==> src/rtl/thick_line_stepper_top_assert.svh <==
// Assertion helpers for the thick line stepper.
`ifndef THICK_LINE_STEPPER_TOP_ASSERT_SVH
`define THICK_LINE_STEPPER_TOP_ASSERT_SVH

// The consequent must hold in the same cycle as the antecedent.
`define TLS_ASSERT_NOW(lbl, ante, cons, msg) \
  lbl: assert property (@(posedge clk) disable iff (!rst_n) (ante) |-> (cons)) else $error(msg);

// The consequent must hold in the cycle after the antecedent.
`define TLS_ASSERT_NEXT(lbl, ante, cons, msg) \
  lbl: assert property (@(posedge clk) disable iff (!rst_n) (ante) |=> (cons)) else $error(msg);

`endif

==> src/rtl/tls_pkg.sv <==
`default_nettype none
package tls_pkg;

  localparam int COORD_BITS  = 12;
  localparam int PEN_BITS    = 4;
  localparam int INK_BITS    = 32;
  localparam int POS_BITS    = 11;
  localparam int ERR_BITS    = COORD_BITS + 3;
  localparam int CLIP_BITS   = COORD_BITS + 3;
  localparam int QDEPTH      = 4;
  localparam int QPTR_BITS   = $clog2(QDEPTH);
  localparam int QCNT_BITS   = $clog2(QDEPTH + 1);
  localparam int IN_FIELD_W  = 4 * COORD_BITS + PEN_BITS + INK_BITS;
  localparam int IN_TDATA_W  = ((IN_FIELD_W + 7) / 8) * 8;
  localparam int OUT_FIELD_W = 2 * POS_BITS + 2 * PEN_BITS + INK_BITS;
  localparam int OUT_TDATA_W = ((OUT_FIELD_W + 7) / 8) * 8;

  typedef enum logic {
    CMD_LOAD = 1'b0,
    CMD_STEP = 1'b1
  } cmd_kind_t;

  typedef logic signed [COORD_BITS-1:0] coord_t;

  // Decoded item with the line setup already worked out for loads.
  typedef struct packed {
    cmd_kind_t             kind;
    coord_t                x0;
    coord_t                y0;
    coord_t                x1;
    coord_t                y1;
    logic [COORD_BITS-1:0] span_x;
    logic [COORD_BITS-1:0] span_y;
    logic                  dir_x_neg;
    logic                  dir_y_neg;
    logic [PEN_BITS-1:0]   pen;
    logic [INK_BITS-1:0]   ink;
  } line_cmd_t;

  // One stamp center handed from the walker to the clipper.
  typedef struct packed {
    coord_t              cur_x;
    coord_t              cur_y;
    logic [PEN_BITS-1:0] pen;
    logic [INK_BITS-1:0] ink;
    logic                last;
  } stamp_pt_t;

endpackage
`default_nettype wire

==> src/rtl/thick_line_stepper_top.sv <==
// Thick line stepper: one input word per clock is accepted while the queue is not full. A
// load word (tuser = 0) sets up a line and returns nothing; each step word (tuser = 1) on
// an active line returns one clipped square stamp by way of the command queue, the
// walker's point register and the clipper's output register, and a step word with no
// active line is dropped. The walker updates its error term with two compares and up to
// two adds per stamp, which sets the one-word-per-cycle rate. A four-entry command queue
// sits between the input decoder and the walker; the stamp clipper holds its result in an
// output register, so the input keeps flowing while a stamp waits until the queue fills.
`default_nettype none
`include "thick_line_stepper_top_assert.svh"
module thick_line_stepper_top import tls_pkg::*; #(
  parameter int CANVAS_WIDTH  = 1280,
  parameter int CANVAS_HEIGHT = 800
) (
  input  wire logic                   clk,
  input  wire logic                   rst_n,
  input  wire logic                   in_tvalid,
  output logic                        in_tready,
  // start_x, start_y, end_x, end_y, pen_size, ink, zero pad
  input  wire logic [IN_TDATA_W-1:0]  in_tdata,
  // cmd
  input  wire logic                   in_tuser,
  output logic                        out_tvalid,
  input  wire logic                   out_tready,
  // rect_left, rect_top, rect_width, rect_height, pixel_ink, zero pad
  output logic [OUT_TDATA_W-1:0]      out_tdata,
  // rect_empty
  output logic                        out_tuser,
  output logic                        out_tlast
);

  logic                q_full, q_push, q_pop, q_valid;
  line_cmd_t           q_wdata, q_rdata;
  logic                pt_valid, pt_ready;
  stamp_pt_t           pt_data;
  logic [POS_BITS-1:0] rect_left, rect_top;
  logic [PEN_BITS-1:0] rect_width, rect_height;
  logic [INK_BITS-1:0] pixel_ink;

  tls_front u_front (
    .in_tvalid (in_tvalid),
    .in_tready (in_tready),
    .in_tdata  (in_tdata),
    .in_tuser  (in_tuser),
    .q_full    (q_full),
    .q_push    (q_push),
    .q_wdata   (q_wdata)
  );

  tls_queue u_queue (
    .clk    (clk),
    .rst_n  (rst_n),
    .push   (q_push),
    .wdata  (q_wdata),
    .full   (q_full),
    .pop    (q_pop),
    .rvalid (q_valid),
    .rdata  (q_rdata)
  );

  tls_walker u_walker (
    .clk      (clk),
    .rst_n    (rst_n),
    .q_valid  (q_valid),
    .q_item   (q_rdata),
    .q_pop    (q_pop),
    .pt_valid (pt_valid),
    .pt_ready (pt_ready),
    .pt_data  (pt_data)
  );

  tls_clip #(
    .CANVAS_WIDTH  (CANVAS_WIDTH),
    .CANVAS_HEIGHT (CANVAS_HEIGHT)
  ) u_clip (
    .clk         (clk),
    .rst_n       (rst_n),
    .pt_valid    (pt_valid),
    .pt_ready    (pt_ready),
    .pt_data     (pt_data),
    .out_valid   (out_tvalid),
    .out_ready   (out_tready),
    .rect_left   (rect_left),
    .rect_top    (rect_top),
    .rect_width  (rect_width),
    .rect_height (rect_height),
    .rect_empty  (out_tuser),
    .pixel_ink   (pixel_ink),
    .last        (out_tlast)
  );

  assign out_tdata = {{(OUT_TDATA_W-OUT_FIELD_W){1'b0}}, pixel_ink, rect_height, rect_width,
                      rect_top, rect_left};

  `TLS_ASSERT_NOW(a_empty_zero, out_tvalid && out_tuser, (rect_left == '0) && (rect_top == '0) && (rect_width == '0) && (rect_height == '0), "empty stamp carries a nonzero rectangle")
  `TLS_ASSERT_NOW(a_full_nonzero, out_tvalid && !out_tuser, (rect_width != '0) && (rect_height != '0), "drawable stamp has a zero side")
  `TLS_ASSERT_NOW(a_on_canvas, out_tvalid && !out_tuser, ({1'b0, rect_left} + rect_width <= (POS_BITS+1)'(CANVAS_WIDTH)) && ({1'b0, rect_top} + rect_height <= (POS_BITS+1)'(CANVAS_HEIGHT)), "stamp reaches past the canvas")
  `TLS_ASSERT_NEXT(a_push_lands, q_push && !q_pop, q_valid, "queued word not visible to the walker")

endmodule
`default_nettype wire

==> src/rtl/tls_front.sv <==
`default_nettype none
module tls_front import tls_pkg::*; (
  input  wire logic                  in_tvalid,
  output logic                       in_tready,
  input  wire logic [IN_TDATA_W-1:0] in_tdata,
  input  wire logic                  in_tuser,
  input  wire logic                  q_full,
  output logic                       q_push,
  output line_cmd_t                  q_wdata
);

  coord_t                  x0, y0, x1, y1;
  logic signed [COORD_BITS:0] dx, dy, adx, ady;

  assign x0 = in_tdata[COORD_BITS-1:0];
  assign y0 = in_tdata[2*COORD_BITS-1:COORD_BITS];
  assign x1 = in_tdata[3*COORD_BITS-1:2*COORD_BITS];
  assign y1 = in_tdata[4*COORD_BITS-1:3*COORD_BITS];

  always_comb begin
    dx  = {x1[COORD_BITS-1], x1} - {x0[COORD_BITS-1], x0};
    dy  = {y1[COORD_BITS-1], y1} - {y0[COORD_BITS-1], y0};
    adx = (dx < 0) ? -dx : dx;
    ady = (dy < 0) ? -dy : dy;
  end

  assign in_tready = !q_full;
  assign q_push    = in_tvalid && !q_full;

  always_comb begin
    q_wdata.kind      = cmd_kind_t'(in_tuser);
    q_wdata.x0        = x0;
    q_wdata.y0        = y0;
    q_wdata.x1        = x1;
    q_wdata.y1        = y1;
    q_wdata.span_x    = adx[COORD_BITS-1:0];
    q_wdata.span_y    = ady[COORD_BITS-1:0];
    // A line that does not move on an axis still counts as walking backward.
    q_wdata.dir_x_neg = (dx <= 0);
    q_wdata.dir_y_neg = (dy <= 0);
    q_wdata.pen       = in_tdata[4*COORD_BITS+PEN_BITS-1:4*COORD_BITS];
    q_wdata.ink       = in_tdata[IN_FIELD_W-1:4*COORD_BITS+PEN_BITS];
  end

endmodule
`default_nettype wire

==> src/rtl/tls_queue.sv <==
`default_nettype none
module tls_queue import tls_pkg::*; (
  input  wire logic      clk,
  input  wire logic      rst_n,
  input  wire logic      push,
  input  line_cmd_t      wdata,
  output logic           full,
  input  wire logic      pop,
  output logic           rvalid,
  output line_cmd_t      rdata
);

  line_cmd_t              mem_r [QDEPTH];
  logic [QPTR_BITS-1:0]   wr_ptr_r, rd_ptr_r;
  logic [QCNT_BITS-1:0]   count_r;
  logic                   do_pop;

  assign full   = (count_r == QCNT_BITS'(QDEPTH));
  assign rvalid = (count_r != '0);
  assign rdata  = mem_r[rd_ptr_r];
  assign do_pop = pop && rvalid;

  always_ff @(posedge clk) begin
    if (push) begin
      mem_r[wr_ptr_r] <= wdata;
    end
  end

  always_ff @(posedge clk) begin
    if (!rst_n) begin
      wr_ptr_r <= '0;
      rd_ptr_r <= '0;
      count_r  <= '0;
    end else begin
      if (push) begin
        wr_ptr_r <= wr_ptr_r + 1'b1;
      end
      if (do_pop) begin
        rd_ptr_r <= rd_ptr_r + 1'b1;
      end
      if (push && !do_pop) begin
        count_r <= count_r + 1'b1;
      end else if (do_pop && !push) begin
        count_r <= count_r - 1'b1;
      end
    end
  end

endmodule
`default_nettype wire

==> src/rtl/tls_walker.sv <==
`default_nettype none
module tls_walker import tls_pkg::*; (
  input  wire logic clk,
  input  wire logic rst_n,
  input  wire logic q_valid,
  input  line_cmd_t q_item,
  output logic      q_pop,
  output logic      pt_valid,
  input  wire logic pt_ready,
  output stamp_pt_t pt_data
);

  logic                  busy_r;
  coord_t                cur_x_r, cur_y_r, tgt_x_r, tgt_y_r;
  logic [COORD_BITS-1:0] span_x_r, span_y_r;
  logic                  dir_x_neg_r, dir_y_neg_r;
  logic signed [ERR_BITS-1:0] err_r;
  logic [PEN_BITS-1:0]   size_r;
  logic [INK_BITS-1:0]   ink_r;
  logic                  pt_valid_r;
  stamp_pt_t             pt_r;

  logic                  is_load, emit, fin, step_x, step_y;
  logic signed [ERR_BITS:0] e2, sx, sy, err_sum, load_err;

  assign is_load = (q_item.kind == CMD_LOAD);
  // Loads and steps on an idle walker make no point, so they never wait on the output.
  assign q_pop   = q_valid && (is_load || !busy_r || !pt_valid_r || pt_ready);
  assign emit    = q_pop && !is_load && busy_r;
  assign fin     = (cur_x_r == tgt_x_r) && (cur_y_r == tgt_y_r);

  always_comb begin
    e2       = {err_r, 1'b0};
    sx       = {{(ERR_BITS+1-COORD_BITS){1'b0}}, span_x_r};
    sy       = {{(ERR_BITS+1-COORD_BITS){1'b0}}, span_y_r};
    step_x   = (e2 >= -sy);
    step_y   = (e2 <= sx);
    err_sum  = {err_r[ERR_BITS-1], err_r};
    if (step_x) begin
      err_sum = err_sum - sy;
    end
    if (step_y) begin
      err_sum = err_sum + sx;
    end
    load_err = {{(ERR_BITS+1-COORD_BITS){1'b0}}, q_item.span_x}
             - {{(ERR_BITS+1-COORD_BITS){1'b0}}, q_item.span_y};
  end

  always_ff @(posedge clk) begin
    if (!rst_n) begin
      busy_r      <= 1'b0;
      cur_x_r     <= '0;
      cur_y_r     <= '0;
      tgt_x_r     <= '0;
      tgt_y_r     <= '0;
      span_x_r    <= '0;
      span_y_r    <= '0;
      dir_x_neg_r <= 1'b0;
      dir_y_neg_r <= 1'b0;
      err_r       <= '0;
      size_r      <= PEN_BITS'(1);
      ink_r       <= '0;
      pt_valid_r  <= 1'b0;
    end else begin
      if (q_pop && is_load) begin
        busy_r      <= 1'b1;
        cur_x_r     <= q_item.x0;
        cur_y_r     <= q_item.y0;
        tgt_x_r     <= q_item.x1;
        tgt_y_r     <= q_item.y1;
        span_x_r    <= q_item.span_x;
        span_y_r    <= q_item.span_y;
        dir_x_neg_r <= q_item.dir_x_neg;
        dir_y_neg_r <= q_item.dir_y_neg;
        err_r       <= load_err[ERR_BITS-1:0];
        size_r      <= q_item.pen;
        ink_r       <= q_item.ink;
      end else if (emit) begin
        if (fin) begin
          busy_r <= 1'b0;
        end else begin
          err_r <= err_sum[ERR_BITS-1:0];
          if (step_x) begin
            cur_x_r <= dir_x_neg_r ? cur_x_r - 1'b1 : cur_x_r + 1'b1;
          end
          if (step_y) begin
            cur_y_r <= dir_y_neg_r ? cur_y_r - 1'b1 : cur_y_r + 1'b1;
          end
        end
      end
      if (emit) begin
        pt_valid_r <= 1'b1;
      end else if (pt_ready) begin
        pt_valid_r <= 1'b0;
      end
    end
  end

  always_ff @(posedge clk) begin
    if (emit) begin
      pt_r.cur_x <= cur_x_r;
      pt_r.cur_y <= cur_y_r;
      pt_r.pen   <= size_r;
      pt_r.ink   <= ink_r;
      pt_r.last  <= fin;
    end
  end

  assign pt_valid = pt_valid_r;
  assign pt_data  = pt_r;

endmodule
`default_nettype wire

==> src/rtl/tls_clip.sv <==
`default_nettype none
module tls_clip import tls_pkg::*; #(
  parameter int CANVAS_WIDTH  = 1280,
  parameter int CANVAS_HEIGHT = 800
) (
  input  wire logic                clk,
  input  wire logic                rst_n,
  input  wire logic                pt_valid,
  output logic                     pt_ready,
  input  stamp_pt_t                pt_data,
  output logic                     out_valid,
  input  wire logic                out_ready,
  output logic [POS_BITS-1:0]      rect_left,
  output logic [POS_BITS-1:0]      rect_top,
  output logic [PEN_BITS-1:0]      rect_width,
  output logic [PEN_BITS-1:0]      rect_height,
  output logic                     rect_empty,
  output logic [INK_BITS-1:0]      pixel_ink,
  output logic                     last
);

  typedef logic signed [CLIP_BITS-1:0] clip_val_t;

  typedef struct packed {
    clip_val_t org;
    clip_val_t len;
  } clip_res_t;

  // Pull the origin onto the canvas, then cut the far edge at the limit.
  function automatic clip_res_t clip_axis(input clip_val_t org, input clip_val_t len,
                                          input clip_val_t lim);
    clip_res_t r;
    r.org = org;
    r.len = len;
    if (r.org < 0) begin
      r.len = r.len + r.org;
      r.org = '0;
    end
    if (r.org + r.len > lim) begin
      r.len = lim - r.org;
    end
    return r;
  endfunction

  localparam clip_val_t LIM_X = CLIP_BITS'(CANVAS_WIDTH);
  localparam clip_val_t LIM_Y = CLIP_BITS'(CANVAS_HEIGHT);

  clip_val_t   half, size, org_x, org_y;
  clip_res_t   cx, cy;
  logic        empty;
  logic        take;

  logic                out_valid_r;
  logic [POS_BITS-1:0] left_r, top_r;
  logic [PEN_BITS-1:0] width_r, height_r;
  logic                empty_r, last_r;
  logic [INK_BITS-1:0] ink_r;

  always_comb begin
    half  = CLIP_BITS'(pt_data.pen >> 1);
    size  = CLIP_BITS'(pt_data.pen);
    org_x = {{(CLIP_BITS-COORD_BITS){pt_data.cur_x[COORD_BITS-1]}}, pt_data.cur_x} - half;
    org_y = {{(CLIP_BITS-COORD_BITS){pt_data.cur_y[COORD_BITS-1]}}, pt_data.cur_y} - half;
    cx    = clip_axis(org_x, size, LIM_X);
    cy    = clip_axis(org_y, size, LIM_Y);
    empty = (cx.len <= 0) || (cy.len <= 0);
  end

  assign pt_ready = !out_valid_r || out_ready;
  assign take     = pt_valid && pt_ready;

  always_ff @(posedge clk) begin
    if (!rst_n) begin
      out_valid_r <= 1'b0;
    end else if (take) begin
      out_valid_r <= 1'b1;
    end else if (out_ready) begin
      out_valid_r <= 1'b0;
    end
  end

  always_ff @(posedge clk) begin
    if (take) begin
      left_r   <= empty ? '0 : cx.org[POS_BITS-1:0];
      top_r    <= empty ? '0 : cy.org[POS_BITS-1:0];
      width_r  <= empty ? '0 : cx.len[PEN_BITS-1:0];
      height_r <= empty ? '0 : cy.len[PEN_BITS-1:0];
      empty_r  <= empty;
      ink_r    <= pt_data.ink;
      last_r   <= pt_data.last;
    end
  end

  assign out_valid   = out_valid_r;
  assign rect_left   = left_r;
  assign rect_top    = top_r;
  assign rect_width  = width_r;
  assign rect_height = height_r;
  assign rect_empty  = empty_r;
  assign pixel_ink   = ink_r;
  assign last        = last_r;

endmodule
`default_nettype wire

==> config.mk <==
export PLATFORM = sky130hd
export DESIGN_NAME = thick_line_stepper_top
export DESIGN_NICKNAME = d
export VERILOG_FILES = /design/src/rtl/tls_pkg.sv /design/src/rtl/thick_line_stepper_top.sv /design/src/rtl/tls_front.sv /design/src/rtl/tls_queue.sv /design/src/rtl/tls_walker.sv /design/src/rtl/tls_clip.sv
export VERILOG_INCLUDE_DIRS = /design/src /design/src/rtl
export SDC_FILE = /design/constraint.sdc
export NUM_CORES = 1
export LEC_CHECK = 0
export ABC_AREA = 0
export BUFFER_PORTS_ARGS = -buffer_cell sky130_fd_sc_hd__buf_2
export CAP_MARGIN = 20
export CORE_MARGIN = 3
export CORE_UTILIZATION = 56
export DETAILED_ROUTE_END_ITERATION = 10
export GPL_TIMING_DRIVEN = 0
export HOLD_SLACK_MARGIN = 0.08
export PLACE_DENSITY = 0.82
export RECOVER_POWER = 25
export SYNTH_ARGS = -nofsm -noshare
export SYNTH_HDL_FRONTEND = slang
export SYNTH_SLANG_ARGS = --single-unit
==> constraint.sdc <==
create_clock -name clk -period 5.52 [get_ports clk]
set_input_delay 1.104 -clock clk [delete_from_list [all_inputs] [get_ports clk]]
set_output_delay 1.104 -clock clk [all_outputs]
set_load 0.005 [all_outputs]
==> impl_metrics.ini <==
[timing]
skew_ns = 0.0345
final-setup-viol-count = 2
setup_slack_ns = -0.0516
worstMarginPinSlew_ns = 1.09
setup_tns_ns = -0.0721
fmaxAchievable_mhz = 179
finalHoldViolations = 0
slew_viol_final = 0
fin_crit_ns = 5.57
finalCritPeriodShare_pct = 101
max_slew_margin_pct = 26.8
rsz0062_at_grt = true

[power_and_ir_drop]
p_seq_share_pct = 32.7
peakVddDrop_mv = 0.358
switching_share_pct = 38.6
p_leak_nw = 14.1
power_frac_clock_pct = 22.3
pwr-share-comb_pct = 44.9
p_total_mw = 22.6
powerDensity_nw_per_um2 = 574
p_int_mw = 13.9
switching_power_mw = 8.70

[die]
start_util_pct = 56.8
core_area_um2 = 59100
dieArea_um2 = 62900
ioPinCount = 161
fp-row-count = 89
die_w_um = 251
die_h_um = 251

[worst_setup_path]
cp-start-kind = register
crit_type = register to register
cp.required_ns = 6.05
rr_startpoint = u_walker.span_y_r[2]
end_kind = register
slowest_delay_ns = 0.37
worst-path-max-fanout = 5
cp_slowest_cell = dfxtp_4
crit_arrival_ns = 6.10
timing.critical_path.from = u_walker.span_y_r[2]
path_common_cell = a21oi_2

[global_route]
grt_pass1_wl_um = 134000
grt_pass1_vias = 23300
grt_max_degree = 60
grt_overflow = 0
track_usage_pct = 27.6
antenna_found_initial = 3

[clock_network]
numCtsBuffers = 70
cts_tree = yes
clk_pin_slew_ns = 0.07
clkLatencyLatePin_ns = 0.65
postCtsHoldBufs = 0
clock_path_buffers = 3
root_buffer = clkbuf_16
htreeDepth = 3
cts_sinks = 706

[routing]
drt_wl_total_um = 89200
wl_per_cell_um = 23.6
drcViolationCount = 0
ant_nets = 0
vias_per_cell = 6.26
vias = 23600
drt_pass1_iterations = 6
drt_iter0_drc = 2807

[hold_path]
hp-class = register to register
holdCritStartpoint = u_walker.pt_data[6]

[status]
status = finished, violations left
violations = negative setup slack

[placed_design]
dpl.hpwl_um = 60000
portBuffers = 154
place_inst = 3570
gp_congestion = 0.996

[logic_synthesis]
synth-edff-count = 569
syn_inst = 2635
synth_ff_type = edfxtp_1
ys_ff_latch = 706
netlist.top_cell.by_area = edfxtp_1
synth_area_per_cell_um2 = 12.7
yosys_warnings = 0
synth_cell_types = 81
ys_top_cells_by_area = edfxtp_1 (51%), dfxtp_1 (8.2%), mux4_2 (7.4%)
synth_top_area_share_pct = 50.9
async_flop_share_pct = 0
syn_area_um2 = 33600
yosysSeqAreaShare_pct = 59.1

[layout]
layout.cells.most_common = edfxtp_1
layout.nets = 3185
layoutNonFillerInstCount = 3775
final_cell_mix = edfxtp_1 (569), nand2_1 (270), a21oi_1 (175)
area_growth_pct = 17.1
drive_gt1_share_pct = 19.1

[run]
maxCapViolCount = 0
synth_stat cells (all sizes together), types with 5 or more instances:
master and instances:
nand4 17, nand2 275, ha 136, nand3b 5
and2 11, o22ai 8, a21o 29, o211ai 10
edfxtp 569, a22oi 5, buf 26, a21oi 196
mux4 111, or2 12, mux2i 30, a31oi 14
mux2 12, a21boi 16, a211oi 27, clkbuf 85
nand2b 22, o21a 13, nor3b 9, o21ai 99
dfxtp 137, xnor2 98, o311ai 7, xor2 53
or3 19, inv 157, nand3 42, or4 9
o21bai 16, nor2b 24, nor2 152, nor4 36
o31ai 11, nor3 52, fa 14, and3 16
worst max-delay path: cells and delay by family, from the launching register on:
family,cells,cell delay (ns)
muxes,1,0.20
xor gates and xnor gates,2,0.32
and+or+nand+nor,8,1.15
AOI/OAI and AO/OA,15,2.29
DFF,1,0.37
buffers and inverters,2,0.31
adders and majority gates,3,0.80
registers in the layout (all words and copies together), names as in the netlist, 2 cells and up, named ones only:
signal	cells
u_walker.span_y_r	12
u_queue.wr_ptr_r	2
u_clip.pixel_ink	32
u_walker.pt_data	61
u_clip.rect_left	11
u_clip.rect_top	11
u_walker.err_r	15
u_walker.ink_r	32
u_queue.count_r	3
u_clip.rect_height	4
u_walker.tgt_x_r	12
u_queue.mem_r	444
u_walker.tgt_y_r	12
u_walker.cur_x_r	12
u_walker.span_x_r	12
u_walker.cur_y_r	12
u_walker.size_r	4
u_queue.rd_ptr_r	2
u_clip.rect_width	4
area by class of cell:
cell class	count	area, um^2
Sequential cell	706	19800
Tap cell	773	967
Multi-Input combinational cell	1662	13500
Timing Repair Buffer	241	1490
Buffer	104	497
Fill cell	3954	19800
Antenna cell	3	7.51
Clock inverter	41	584
Clock buffer	88	1870
Inverter	157	597
what timing repair did:
action	4_1_cts	5_1_grt
resized for setup	93	114
pin swaps	29	62
buffers inserted	33	40
endpoints found under the setup margin	39	40
cloned	0	4
kinds of logic after synthesis:
| logic type | share of synthesized area, % |
|---|---|
| simple gates | 10.2 |
| flops | 59.1 |
| fa+ha+maj | 5.90 |
| other cells | 0.0112 |
| buf+inv | 3.07 |
| compound gates | 8.98 |
| xor+xnor | 4.01 |
| mux | 8.77 |
power by group through the flow:
stage	combinational (mW)	clock (mW)	sequential [mW]
final	10.1	5.04	7.38
after global routing	10.9	5.27	7.43
after CTS	9.26	5.08	7.33
after detailed placement	8.47	0	7.42
after global placement	8.06	0	7.43
after floorplan	6.25	0	7.20
final timing paths:
check / end / slack, ns / cells after the start
setup / recovery: u_walker.err_r[12] / -0.05 / 31
hold / removal: u_clip.pixel_ink[5] / 0.42 / 0
setup reg to reg: u_walker.err_r[12] / -0.05 / 31
hold reg to reg: u_clip.pixel_ink[5] / 0.42 / 0
routing by layer:
metal	vias to the layer above	global-route usage (%)	routed length, um
li1	10400	-	-
met5	-	0	0
met4	0	14.8	4690
met3	302	4.91	7440
met1	11600	35.8	33800
met2	1315	44.8	43200
metrics by stage:
stage | setup WS (ns) | util (%) | hold WS, ns | instance area (um^2)
3_3_place_gp | -1.27 | 59.7 | 0.402 | 35300
5_1_grt | -0.266 | 66.5 | 0.422 | 39300
3_5_place_dp | -1.29 | 60.1 | 0.405 | 35500
4_1_cts | -0.00591 | 65.3 | 0.418 | 38600
6_report | -0.0516 | 66.5 | 0.417 | 39300
2_1_floorplan | 0.0158 | - | 0.400 | 33600
No activity file was read; power rests on OpenSTA's default activity.
